--- src/sv/hsr_pkg.sv ---
// ----------------------------------------------------------------------------
// Halfband resampler package
// Shared item types, controller command bundle, mode and opcode codes.
// ----------------------------------------------------------------------------
package hsr_pkg;

    localparam int SEMI_LENGTH_DEF = 8;
    localparam int DATA_W          = 16;

    // Opcodes of an input item.
    localparam logic OP_LOAD = 1'b0;
    localparam logic OP_RUN  = 1'b1;

    // Mode register codes. Codes above MODE_INTERP are unused.
    localparam logic [2:0] MODE_SPLIT   = 3'd0;
    localparam logic [2:0] MODE_ANALYZE = 3'd1;
    localparam logic [2:0] MODE_SYNTH   = 3'd2;
    localparam logic [2:0] MODE_DECIM   = 3'd3;
    localparam logic [2:0] MODE_INTERP  = 3'd4;

    typedef struct packed {
        logic                     opcode;
        logic signed [DATA_W-1:0] sample_first;
        logic signed [DATA_W-1:0] sample_second;
        logic [3:0]               coef_index;
        logic signed [DATA_W-1:0] coef_value;
    } t_in_item;

    typedef struct packed {
        logic signed [DATA_W-1:0] low_band;
        logic signed [DATA_W-1:0] high_band;
    } t_out_item;

    // Commands from the controller to the datapath.
    typedef struct packed {
        logic       load_coef;
        logic       push;
        logic       mac;
        logic       load_out;
        logic       fir_even;
        logic [2:0] mode;
    } t_dp_cmd;

endpackage

--- src/sv/hsr_datapath.sv ---
// ----------------------------------------------------------------------------
// Halfband resampler datapath
// Sample windows and coefficients as rotating shift lines, one shared
// multiply-accumulate, and the rounding and saturating output stage.
// ----------------------------------------------------------------------------
module hsr_datapath
    import hsr_pkg::*;
#(
    parameter int SEMI_LENGTH = SEMI_LENGTH_DEF
) (
    input  logic      i_clk,
    input  logic      i_rst_n,
    input  t_dp_cmd   i_cmd,
    input  t_in_item  i_in_data,
    output t_out_item o_out_data
);

    localparam int TAPS  = 2 * SEMI_LENGTH;
    localparam int IW    = $clog2(TAPS);
    localparam int ACC_W = 2 * DATA_W + IW;
    localparam int X_W   = ACC_W + 2;
    localparam logic signed [X_W-1:0] MAX_V = X_W'(32767);
    localparam logic signed [X_W-1:0] MIN_V = X_W'(-32768);

    logic signed [DATA_W-1:0] r_even [TAPS];
    logic signed [DATA_W-1:0] r_odd  [TAPS];
    logic signed [DATA_W-1:0] r_coef [TAPS];
    logic signed [ACC_W-1:0]  r_acc;
    logic signed [DATA_W-1:0] r_d;
    t_out_item                r_out;

    logic                     push_even;
    logic                     push_odd;
    logic signed [DATA_W-1:0] even_in;
    logic signed [DATA_W-1:0] odd_in;
    logic signed [DATA_W:0]   sum_w;
    logic signed [DATA_W:0]   diff_w;
    logic signed [DATA_W-1:0] even_tail;
    logic signed [DATA_W-1:0] odd_tail;
    logic signed [DATA_W-1:0] fir_tap;
    logic signed [2*DATA_W-1:0] prod;
    logic signed [X_W-1:0]    dx;
    logic signed [X_W-1:0]    accx;
    t_out_item                n_out;
    logic                     coef_ok;
    logic [IW-1:0]            coef_addr;

    function automatic logic signed [DATA_W-1:0] sat_w(input logic signed [DATA_W:0] v);
        if (v > 17'sd32767) begin
            return 16'sh7FFF;
        end else if (v < -17'sd32768) begin
            return 16'sh8000;
        end else begin
            return v[DATA_W-1:0];
        end
    endfunction

    // Round to nearest with ties upward, by 2^16 or 2^15, then saturate.
    function automatic logic signed [DATA_W-1:0] rnd_sat(
        input logic signed [X_W-1:0] x,
        input logic                  k16
    );
        logic signed [X_W-1:0] half;
        logic signed [X_W-1:0] b;
        logic signed [X_W-1:0] q;
        half     = '0;
        half[15] = k16;
        half[14] = !k16;
        b        = x + half;
        q        = k16 ? (b >>> 16) : (b >>> 15);
        if (q > MAX_V) begin
            return 16'sh7FFF;
        end else if (q < MIN_V) begin
            return 16'sh8000;
        end else begin
            return q[DATA_W-1:0];
        end
    endfunction

    always_comb begin
        sum_w     = {i_in_data.sample_first[DATA_W-1], i_in_data.sample_first}
                  + {i_in_data.sample_second[DATA_W-1], i_in_data.sample_second};
        diff_w    = {i_in_data.sample_first[DATA_W-1], i_in_data.sample_first}
                  - {i_in_data.sample_second[DATA_W-1], i_in_data.sample_second};
        push_even = 1'b0;
        push_odd  = 1'b0;
        even_in   = i_in_data.sample_first;
        odd_in    = i_in_data.sample_first;
        case (i_cmd.mode)
            MODE_SPLIT: begin
                push_even = !i_cmd.fir_even;
                push_odd  = i_cmd.fir_even;
            end
            MODE_ANALYZE, MODE_DECIM: begin
                push_even = 1'b1;
                push_odd  = 1'b1;
                even_in   = i_in_data.sample_second;
            end
            MODE_SYNTH: begin
                push_even = 1'b1;
                push_odd  = 1'b1;
                even_in   = sat_w(sum_w);
                odd_in    = sat_w(diff_w);
            end
            MODE_INTERP: begin
                push_even = 1'b1;
                push_odd  = 1'b1;
            end
            default: begin
                push_even = 1'b0;
                push_odd  = 1'b0;
            end
        endcase
        push_even = push_even && i_cmd.push;
        push_odd  = push_odd && i_cmd.push;
        // A push drops the oldest entry; a rotation moves it to the newest place.
        even_tail = push_even ? even_in : r_even[0];
        odd_tail  = push_odd ? odd_in : r_odd[0];
    end

    // Windows shift on a push and rotate once per tap during accumulation,
    // so after a full pass every entry is back in its place.
    always_ff @(posedge i_clk) begin
        if (!i_rst_n) begin
            for (int i = 0; i < TAPS; i++) begin
                r_even[i] <= '0;
                r_odd[i]  <= '0;
            end
        end else begin
            if (push_even || i_cmd.mac) begin
                for (int i = 0; i < TAPS - 1; i++) begin
                    r_even[i] <= r_even[i+1];
                end
                r_even[TAPS-1] <= even_tail;
            end
            if (push_odd || i_cmd.mac) begin
                for (int i = 0; i < TAPS - 1; i++) begin
                    r_odd[i] <= r_odd[i+1];
                end
                r_odd[TAPS-1] <= odd_tail;
            end
        end
    end

    assign coef_ok   = ({28'd0, i_in_data.coef_index} < 32'(TAPS));
    assign coef_addr = IW'(i_in_data.coef_index);

    always_ff @(posedge i_clk) begin
        if (i_cmd.mac) begin
            for (int i = 0; i < TAPS - 1; i++) begin
                r_coef[i] <= r_coef[i+1];
            end
            r_coef[TAPS-1] <= r_coef[0];
        end else if (i_cmd.load_coef && coef_ok) begin
            r_coef[coef_addr] <= i_in_data.coef_value;
        end
    end

    assign fir_tap = i_cmd.fir_even ? r_even[0] : r_odd[0];
    assign prod    = r_coef[0] * fir_tap;

    // The delay entry after a push is the entry one place newer before it.
    always_ff @(posedge i_clk) begin
        if (i_cmd.push) begin
            r_acc <= '0;
            r_d   <= i_cmd.fir_even ? r_odd[SEMI_LENGTH] : r_even[SEMI_LENGTH];
        end else if (i_cmd.mac) begin
            r_acc <= r_acc + ACC_W'(prod);
        end
    end

    always_comb begin
        dx   = X_W'($signed({r_d, 15'd0}));
        accx = X_W'(r_acc);
        case (i_cmd.mode)
            MODE_SPLIT: begin
                n_out.low_band  = rnd_sat(dx + accx, 1'b1);
                n_out.high_band = rnd_sat(dx - accx, 1'b1);
            end
            MODE_ANALYZE: begin
                n_out.low_band  = rnd_sat(dx + accx, 1'b0);
                n_out.high_band = rnd_sat(accx - dx, 1'b0);
            end
            MODE_DECIM: begin
                n_out.low_band  = rnd_sat(dx + accx, 1'b0);
                n_out.high_band = '0;
            end
            MODE_SYNTH, MODE_INTERP: begin
                n_out.low_band  = r_d;
                n_out.high_band = rnd_sat(accx, 1'b0);
            end
            default: begin
                n_out.low_band  = '0;
                n_out.high_band = '0;
            end
        endcase
    end

    always_ff @(posedge i_clk) begin
        if (i_cmd.load_out) begin
            r_out <= n_out;
        end
    end

    assign o_out_data = r_out;

endmodule

--- src/sv/hsr_ctrl.sv ---
// ----------------------------------------------------------------------------
// Halfband resampler controller
// Mode register, split phase, tap sequencing and the output valid flag.
// ----------------------------------------------------------------------------
module hsr_ctrl
    import hsr_pkg::*;
#(
    parameter int SEMI_LENGTH = SEMI_LENGTH_DEF
) (
    input  logic       i_clk,
    input  logic       i_rst_n,
    input  logic       i_cfg_we,
    input  logic [2:0] i_cfg_wdata,
    input  logic       i_in_valid,
    input  logic       i_opcode,
    output logic       o_in_ready,
    output logic       o_out_valid,
    input  logic       i_out_ready,
    output t_dp_cmd    o_cmd
);

    localparam int TAPS = 2 * SEMI_LENGTH;
    localparam int IW   = $clog2(TAPS);

    typedef enum logic [1:0] {
        S_IDLE,
        S_MAC,
        S_FINISH
    } t_state;

    t_state        r_state;
    logic [IW-1:0] r_cnt;
    logic [2:0]    r_mode;
    logic          r_phase;
    logic          r_fir_even;
    logic          r_out_valid;

    logic          in_acc;
    logic          mode_ok;
    logic          split_now;

    assign in_acc    = i_in_valid && o_in_ready;
    assign mode_ok   = (r_mode <= MODE_INTERP);
    assign split_now = (r_mode == MODE_SPLIT);

    assign o_in_ready  = (r_state == S_IDLE);
    assign o_out_valid = r_out_valid;

    always_comb begin
        o_cmd.load_coef = in_acc && (i_opcode == OP_LOAD);
        o_cmd.push      = in_acc && (i_opcode == OP_RUN) && mode_ok;
        o_cmd.mac       = (r_state == S_MAC);
        o_cmd.load_out  = (r_state == S_FINISH) && (!r_out_valid || i_out_ready);
        o_cmd.fir_even  = o_cmd.push ? (split_now && r_phase) : r_fir_even;
        o_cmd.mode      = r_mode;
    end

    always_ff @(posedge i_clk) begin
        if (!i_rst_n) begin
            r_state     <= S_IDLE;
            r_cnt       <= '0;
            r_mode      <= MODE_SPLIT;
            r_phase     <= 1'b0;
            r_fir_even  <= 1'b0;
            r_out_valid <= 1'b0;
        end else begin
            if (i_cfg_we) begin
                r_mode <= i_cfg_wdata;
            end
            r_out_valid <= (r_out_valid && !i_out_ready) || o_cmd.load_out;
            case (r_state)
                S_IDLE: begin
                    if (o_cmd.push) begin
                        r_state    <= S_MAC;
                        r_cnt      <= '0;
                        r_fir_even <= o_cmd.fir_even;
                        if (split_now) begin
                            r_phase <= !r_phase;
                        end
                    end
                end
                S_MAC: begin
                    r_cnt <= r_cnt + 1'b1;
                    if (r_cnt == IW'(TAPS - 1)) begin
                        r_state <= S_FINISH;
                    end
                end
                S_FINISH: begin
                    if (o_cmd.load_out) begin
                        r_state <= S_IDLE;
                    end
                end
                default: begin
                    r_state <= S_IDLE;
                end
            endcase
        end
    end

    a_push_starts_mac: assert property (@(posedge i_clk) disable iff (!i_rst_n)
        o_cmd.push |=> (r_state == S_MAC) && (r_cnt == '0))
        else $error("accepted sample beat did not start the tap sequence");

    a_full_pass: assert property (@(posedge i_clk) disable iff (!i_rst_n)
        (r_state == S_FINISH) && ($past(r_state) == S_MAC) |-> $past(r_cnt) == IW'(TAPS - 1))
        else $error("accumulation ended before a full pass over the taps");

    a_phase_hold: assert property (@(posedge i_clk) disable iff (!i_rst_n)
        !(o_cmd.push && split_now) |=> $stable(r_phase))
        else $error("split phase changed without a split-mode sample beat");

    a_finish_delivers: assert property (@(posedge i_clk) disable iff (!i_rst_n)
        o_cmd.load_out |=> r_out_valid && (r_state == S_IDLE))
        else $error("finished result not presented on the output");

    a_no_overwrite: assert property (@(posedge i_clk) disable iff (!i_rst_n)
        o_cmd.load_out |-> !r_out_valid || i_out_ready)
        else $error("output register loaded over a pending result");

endmodule

--- src/sv/halfband_resampler_core.sv ---
// ----------------------------------------------------------------------------
// Halfband resampler core
// Two-branch polyphase halfband filter: split, analyzer, synthesizer,
// decimator and interpolator on Q1.15 samples.
// ----------------------------------------------------------------------------
// Usage:
// Input beats arrive on i_in_valid / o_in_ready with an item struct. A load
// beat (opcode 0) writes one branch coefficient and gives no result. A run
// beat (opcode 1) pushes samples into the windows and gives one result beat
// on o_out_valid / i_out_ready, unless the mode register holds an unused
// code, in which case the beat is dropped. A run beat is pushed, then runs
// one tap per cycle through the single shared multiply-accumulate, and is
// then rounded and saturated into the output register. No new beat is taken
// until the result is in the output register. If the receiver stalls, the
// block still finishes one more item and then holds it until the output
// register frees up. The mode register is written through i_cfg_we /
// i_cfg_wdata while the block is idle; this binds the user, as the block
// itself leaves it unchecked. Synchronous reset clears both windows, the
// split phase, the mode and the output valid flag; coefficients must be
// loaded before use.
// ----------------------------------------------------------------------------
module halfband_resampler_core
    import hsr_pkg::*;
#(
    parameter int SEMI_LENGTH = SEMI_LENGTH_DEF
) (
    input  logic       i_clk,
    input  logic       i_rst_n,
    input  logic       i_cfg_we,
    input  logic [2:0] i_cfg_wdata,
    input  logic       i_in_valid,
    output logic       o_in_ready,
    input  t_in_item   i_in_data,
    output logic       o_out_valid,
    input  logic       i_out_ready,
    output t_out_item  o_out_data
);

    t_dp_cmd cmd;

    hsr_ctrl #(
        .SEMI_LENGTH (SEMI_LENGTH)
    ) u_ctrl (
        .i_clk       (i_clk),
        .i_rst_n     (i_rst_n),
        .i_cfg_we    (i_cfg_we),
        .i_cfg_wdata (i_cfg_wdata),
        .i_in_valid  (i_in_valid),
        .i_opcode    (i_in_data.opcode),
        .o_in_ready  (o_in_ready),
        .o_out_valid (o_out_valid),
        .i_out_ready (i_out_ready),
        .o_cmd       (cmd)
    );

    hsr_datapath #(
        .SEMI_LENGTH (SEMI_LENGTH)
    ) u_datapath (
        .i_clk      (i_clk),
        .i_rst_n    (i_rst_n),
        .i_cmd      (cmd),
        .i_in_data  (i_in_data),
        .o_out_data (o_out_data)
    );

endmodule

--- config.mk ---
export PLATFORM = sky130hd
export DESIGN_NAME = halfband_resampler_core
export DESIGN_NICKNAME = d
export VERILOG_FILES = /design/src/sv/hsr_pkg.sv /design/src/sv/hsr_datapath.sv /design/src/sv/hsr_ctrl.sv /design/src/sv/halfband_resampler_core.sv
export SDC_FILE = /design/constraint.sdc
export NUM_CORES = 2
export LEC_CHECK = 0
export BUFFER_PORTS_ARGS = -buffer_cell sky130_fd_sc_hd__clkbuf_2
export CAP_MARGIN = 20
export CORE_MARGIN = 4
export CORE_UTILIZATION = 65
export DETAILED_ROUTE_END_ITERATION = 12
export PLACE_DENSITY = 0.89
export SYNTH_ARGS = -nofsm -noshare
export SYNTH_HDL_FRONTEND = slang
export SYNTH_HIERARCHICAL = 1
export SYNTH_SLANG_ARGS = --single-unit
--- constraint.sdc ---
create_clock -name i_clk -period 53.3 [get_ports i_clk]
set_input_delay 7.995 -clock i_clk [delete_from_list [all_inputs] [get_ports i_clk]]
set_output_delay 7.995 -clock i_clk [all_outputs]
set_load 0.03 [all_outputs]
## Word level (Yosys, flattened, before mapping)

Memories as Yosys holds them, arrays and structs flattened.
Cells that the tools add are included.

| word-level totals | value |
|---|---|
| input port bits | 61 |
| bits in latches | 0 |
| memory bits (read-only) | 0 |
| bits in writable memories | 768 |
| memories | 3 |
| bits in registers | 96 |

Memory list:

| name | words | bits a word | read ports | clocked after memory_dff | wr ports | line | source |
|---|---|---|---|---|---|---|---|
| u_datapath.r_coef | 16 | 16 | 16 | 0 | 16 | hsr_datapath.sv:27 | `logic signed [DATA_W-1:0] r_coef [TAPS];` |
| u_datapath.r_even | 16 | 16 | 16 | 0 | 16 | hsr_datapath.sv:25 | `logic signed [DATA_W-1:0] r_even [TAPS];` |
| u_datapath.r_odd | 16 | 16 | 16 | 0 | 16 | hsr_datapath.sv:26 | `logic signed [DATA_W-1:0] r_odd [TAPS];` |

| operators by class | value |
|---|---|
| bitwise operators | 33 |
| shift operators | 0 |
| div/mod/pow operators | 0 |
| $lt $le $gt $ge | 15 |
| add/subtract/negate cells | 12 |
| mux-type cells | 77 |
| reduce and logical (&&, ||, !) cells | 28 |
| equality and inequality tests | 10 |
| multipliers | 1 |

Operators with widths:

| operator | number |
|---|---|
| 16-bit 2-to-1 mux | 52 |
| 32-bit case mux with 4 select lines | 1 |
| 37-bit by 16-bit adder with 38-bit output (second input constant) | 2 |
| 37-bit by 17-bit adder with 38-bit output (second input constant) | 2 |
| 22-bit by 16-bit greater-than comparator with 1-bit output (second input constant) | 3 |
| 22-bit by 16-bit < comparator with 1-bit output (second input constant) | 3 |
| 23-bit by 16-bit greater-than comparator with 1-bit output (second input constant) | 2 |
| 23-bit by 16-bit < comparator with 1-bit output (second input constant) | 2 |
| 31-bit by 36-bit adder with 37-bit output | 1 |
| 36-bit by 16-bit adder with 37-bit output (second input constant) | 1 |
| 31-bit by 36-bit subtractor with 37-bit output | 1 |
| 36-bit by 31-bit subtractor with 37-bit output | 1 |
| 36-bit by 32-bit adder with 36-bit output | 1 |
| 17-bit by 16-bit greater-than comparator with 1-bit output (second input constant) | 2 |
| 17-bit by 16-bit < comparator with 1-bit output (second input constant) | 2 |
| 16-bit by 16-bit multiplier with 32-bit output | 1 |
| 1-bit bitwise OR | 32 |
| 16-bit case mux with 2 select lines | 1 |
| 16-bit by 16-bit adder with 17-bit output | 1 |
| 16-bit by 16-bit subtractor with 17-bit output | 1 |
| 16-bit OR reduction | 1 |
| 1-bit 2-to-1 mux | 14 |
| 1-bit logical AND | 9 |
| 4-bit 2-to-1 mux | 2 |
| 24 further kinds | 38 |

## Longest topological paths before layout

| depth | value |
|---|---|
| word-level depth | 13 |
| depth in mapped cells | 32 |
| gate-level depth less buffers | 29 |

## Hierarchy

Netlist, hierarchy kept.

By module, submodules not included:

| module | area an instance (um^2) | seq. area each (um^2) | times used | cells each |
|---|---|---|---|---|
| hsr_datapath | 53779.1 | 25224.2 | 1 | 4545 |
| hsr_ctrl | 575.6 | 240.2 | 1 | 62 |

## Least setup slack after synthesis

OpenSTA, ideal clock, no wires.

| timing path | value |
|---|---|
| path kind | in2reg |
| start | in i_in_valid |
| end | mem u_datapath.r_odd[0][0], enable pin |
| setup slack | 30.930 ns |
| arrival | 21.431 ns |
| setup time | 0.938 ns |
| buffers on the path | 1 |
| cell stages on the path | 5 |
| cell sequence | nand4bb_4 nor2_1 clkbuf_1 nand2_1 o211ai_1 |

RTL lines:

| what | line | source |
|---|---|---|
| start: declaration | halfband_resampler_core.sv:31 | `input logic i_in_valid,` |
| end: declaration | hsr_datapath.sv:26 |  |

==> results.cfg <==
[run_status]
outcome = finished, final reports clean

[timing]
finalSetupTns_ps = 0
tightest_slew_ps = 1135
setup_viol = 0
hold_viol = 0
clock.fmax_mhz = 60.54
finalMaxSlewViolations = 0
relSlewSlack_pct = 23.99
rsz0062_at_grt = no
period_minus_slack_ps = 16520
timing.final.crit_share_pct = 30.99
clock_skew_ps = 44.90

[clock_tree]
clk_latency_ps = 660
postCtsSetupRepairBufs = 0
cts_sinks = 864
cts-htree-levels = 3
cts_tree = built
cts_hold_repair.buffers = 0
clk_path_buf_depth = 3
cts_inserted_buffers = 84
cts.reportedPaths.clkPinSlew_ps = 60
cts.repair.resized = 0
cts_root_buffer = clkbuf_16

[final_layout]
post-route-cell-area_mm2 = 0.05864
area_delta_synth_final_pct = 7.889
nets = 5304
fin_util_pct = 71.08
fill_cells = 5287
layout-drive-gt1-share_pct = 12.67

[logic_synthesis]
async_flop_share_pct = 0
yosysWarnings = 6
ys.flop_type = edfxtp_1
syn-num-nets = 5259
synth_edf_count = 816
synth.top_cell.area_share_pct = 45.08
ys_seq_area_share_pct = 46.85
syn_inst = 4607
avgSynthCellArea_um2 = 11.80
ys_seq_elements = 864
syn-cell-area_mm2 = 0.05435
synth_area_leaders = edfxtp_1, fa_1, ha_1
yosysTopAreaCell = edfxtp_1
yosysUniqueCellTypes = 97

[global_route]
grt_remaining_overflow = 0
antenna_found_initial = 8
grt_pass1_wl_mm = 201.3
grt_use_total_pct = 28.75
grt_pass1_vias = 36780
grt_max_degree = 180

[placement]
globalplace.congestion = 0.9348
io_buffers = 94
place_hpwl_mm = 87.27
place_area_mm2 = 0.05589

[floorplan]
initial_core_util_pct = 65.88
io_pins = 95
coreArea_mm2 = 0.08250
dieWidth_um = 297.2
die_h_um = 297.2
row_count = 105
die_area_mm2 = 0.08831

[setup_path]
cp_data_arrival_time_ps = 17060
crit_fanout = 34
critical_path_class = in -> reg
worst-path-buf-inv = 6
slowest_stage = nor4_1
cp_data_required_time_ps = 53840
max_stage_delay_ps = 620
cp-start-kind = input port
crit_path_end_kind = flip-flop
critPathMostFrequentCell = fa_1
path_delay_family = adder cells

[route]
vias_per_cell = 6.197
first_pass_iters = 8
routed_wl_mm = 127.1
wl_per_cell_um = 21.98
drt_iter0_markers = 3372
via_count = 35840
route.detailed.drc = 0
postRouteAntennaNets = 0

[pwr]
power_density_mw_per_mm2 = 56.13
vdd_drop_max_mv = 0.1020
p_leak_nw = 24.01

[worst_hold_path]
hold_path.class = reg -> reg

[job]
drv_cap = 0
-- cells in the final DEF, fill, tap and decap left out, types with 17 or more instances in the layout --
master and instances:
buf_4 47, and2_1 526, a21o_1 32, clkbuf_16 84
mux2_2 281, clkinv_1 21, o211ai_1 39, o21ai_0 120
xor2_1 37, edfxtp_1 816, ha_1 274, o2111ai_1 18
or3_1 20, o21bai_1 22, nor2b_1 128, a21oi_1 135
dfxtp_1 48, nand4_1 21, mux2i_1 42, a31oi_1 32
and3_1 17, nand2b_1 39, a211oi_1 18, nand3_1 45
nor4_1 21, clkbuf_2 93, fa_1 317, nor3_1 52
xnor2_1 117, inv_1 510, nor2_1 178, o21a_1 24
nand2_1 278
-- where the power goes --
| group | internal, mW | leakage (nW) | switching [mW] |
|---|---|---|---|
| Sequential | 0.823 | 8.68 | 0.0463 |
| Clock | 0.326 | 1.30 | 0.257 |
| Combinational | 0.761 | 14.0 | 1.08 |
| Total | 1.91 | 24.0 | 1.38 |
-- cells by family (layout without fill, tap and decap cells) --
| logic type | after synthesis | in the layout | synth area share [%] |
|---|---|---|---|
| flops | 864 | 864 | 46.85 |
| fa+ha+maj | 591 | 591 | 17.98 |
| xor+xnor | 155 | 155 | 2.511 |
| simple gates | 1383 | 1383 | 13.77 |
| other cells | 0 | 2 | 0 |
| buf+inv | 699 | 804 | 4.864 |
| compound gates | 591 | 591 | 7.408 |
| mux | 324 | 324 | 6.613 |
-- cell usage after synthesis, drive strengths merged (6+ instances only) --
cell,count
fa,317
o211ai,39
o21ai,124
o21bai,22
clkbuf,179
a21o,32
a221o,14
ha,274
nand3,45
a22oi,11
nand4,21
a211oi,20
nor3,54
buf,8
mux2i,43
o311ai,9
nor2b,129
a2111oi,8
a31oi,33
o2111ai,18
nand2b,39
and3,17
o21ba,6
or2,16
dfxtp,48
or4,8
mux2,281
edfxtp,816
xnor2,118
a21boi,8
o21a,26
o22ai,6
o31ai,13
xor2,37
or3,22
nor2,181
a21oi,136
o31a,8
inv,512
o211a,7
and2,527
nand2,278
nor4,21
a41oi,7
-- sequential cells by signal, indices dropped and copies added, names as in the netlist --
name / flops
u_ctrl/o_out_valid: 1
u_ctrl/r_phase: 1
u_datapath/o_out_data: 32
u_datapath/r_acc: 36
u_datapath/r_d: 16
u_datapath/r_odd: 256
u_ctrl/r_fir_even: 1
u_ctrl/r_state: 2
u_ctrl/r_mode: 3
u_ctrl/r_cnt: 4
u_datapath/r_coef: 256
u_datapath/r_even: 256
-- metrics by stage --
step / std cells / power, mW / hold WS, ps / setup WS (ps)
6_report: 5784 / 3.292 / 513.6 / 36780
2_1_floorplan: 4607 / 2.283 / 461.3 / 30930
3_5_place_dp: 5632 / 2.670 / 502.4 / 36350
4_1_cts: 5778 / 3.276 / 512.9 / 36970
5_1_grt: 5782 / 3.570 / 526.8 / 36360
3_3_place_gp: 5630 / 2.594 / 478.6 / 36630
-- final cells by class --
cell class / count / area, µm² / share of cell area [%]
Tap cell: 1070 / 1339 / 2.283
Antenna cell: 2 / 5.005 / 0.008534
Inverter: 512 / 1922 / 3.277
Multi-Input combinational cell: 3044 / 26320 / 44.88
Clock inverter: 47 / 514.2 / 0.8769
Sequential cell: 864 / 25460 / 43.42
Clock buffer: 99 / 2158 / 3.680
Timing Repair Buffer: 146 / 922.1 / 1.572
-- metal layers --
| metal | GRT usage (%) | up-vias | part of all wire (%) |
|---|---|---|---|
| met1 | 37.14 | 17720 | 38 |
| met3 | 5.459 | 458 | 8.4 |
| met4 | 13.09 | 10 | 5.1 |
| li1 | - | 15940 | - |
| met5 | 0 | - | 0.049 |
| met2 | 47.62 | 1714 | 48 |
-- worst paths after layout --
| kind | from | to | slack (ps) | cells after the start |
|---|---|---|---|---|
| setup / recovery | i_in_valid | u_datapath/r_acc[34] | 36780 | 30 |
| hold / removal | u_datapath/r_even[0][127] | u_datapath/r_even[0][111] | 510 | 1 |
| setup reg to reg | u_ctrl/r_mode[0] | u_datapath/r_acc[34] | 43810 | 29 |
| hold reg to reg | u_datapath/r_even[0][127] | u_datapath/r_even[0][111] | 510 | 1 |
No activity file was read; power rests on OpenSTA's default activity.
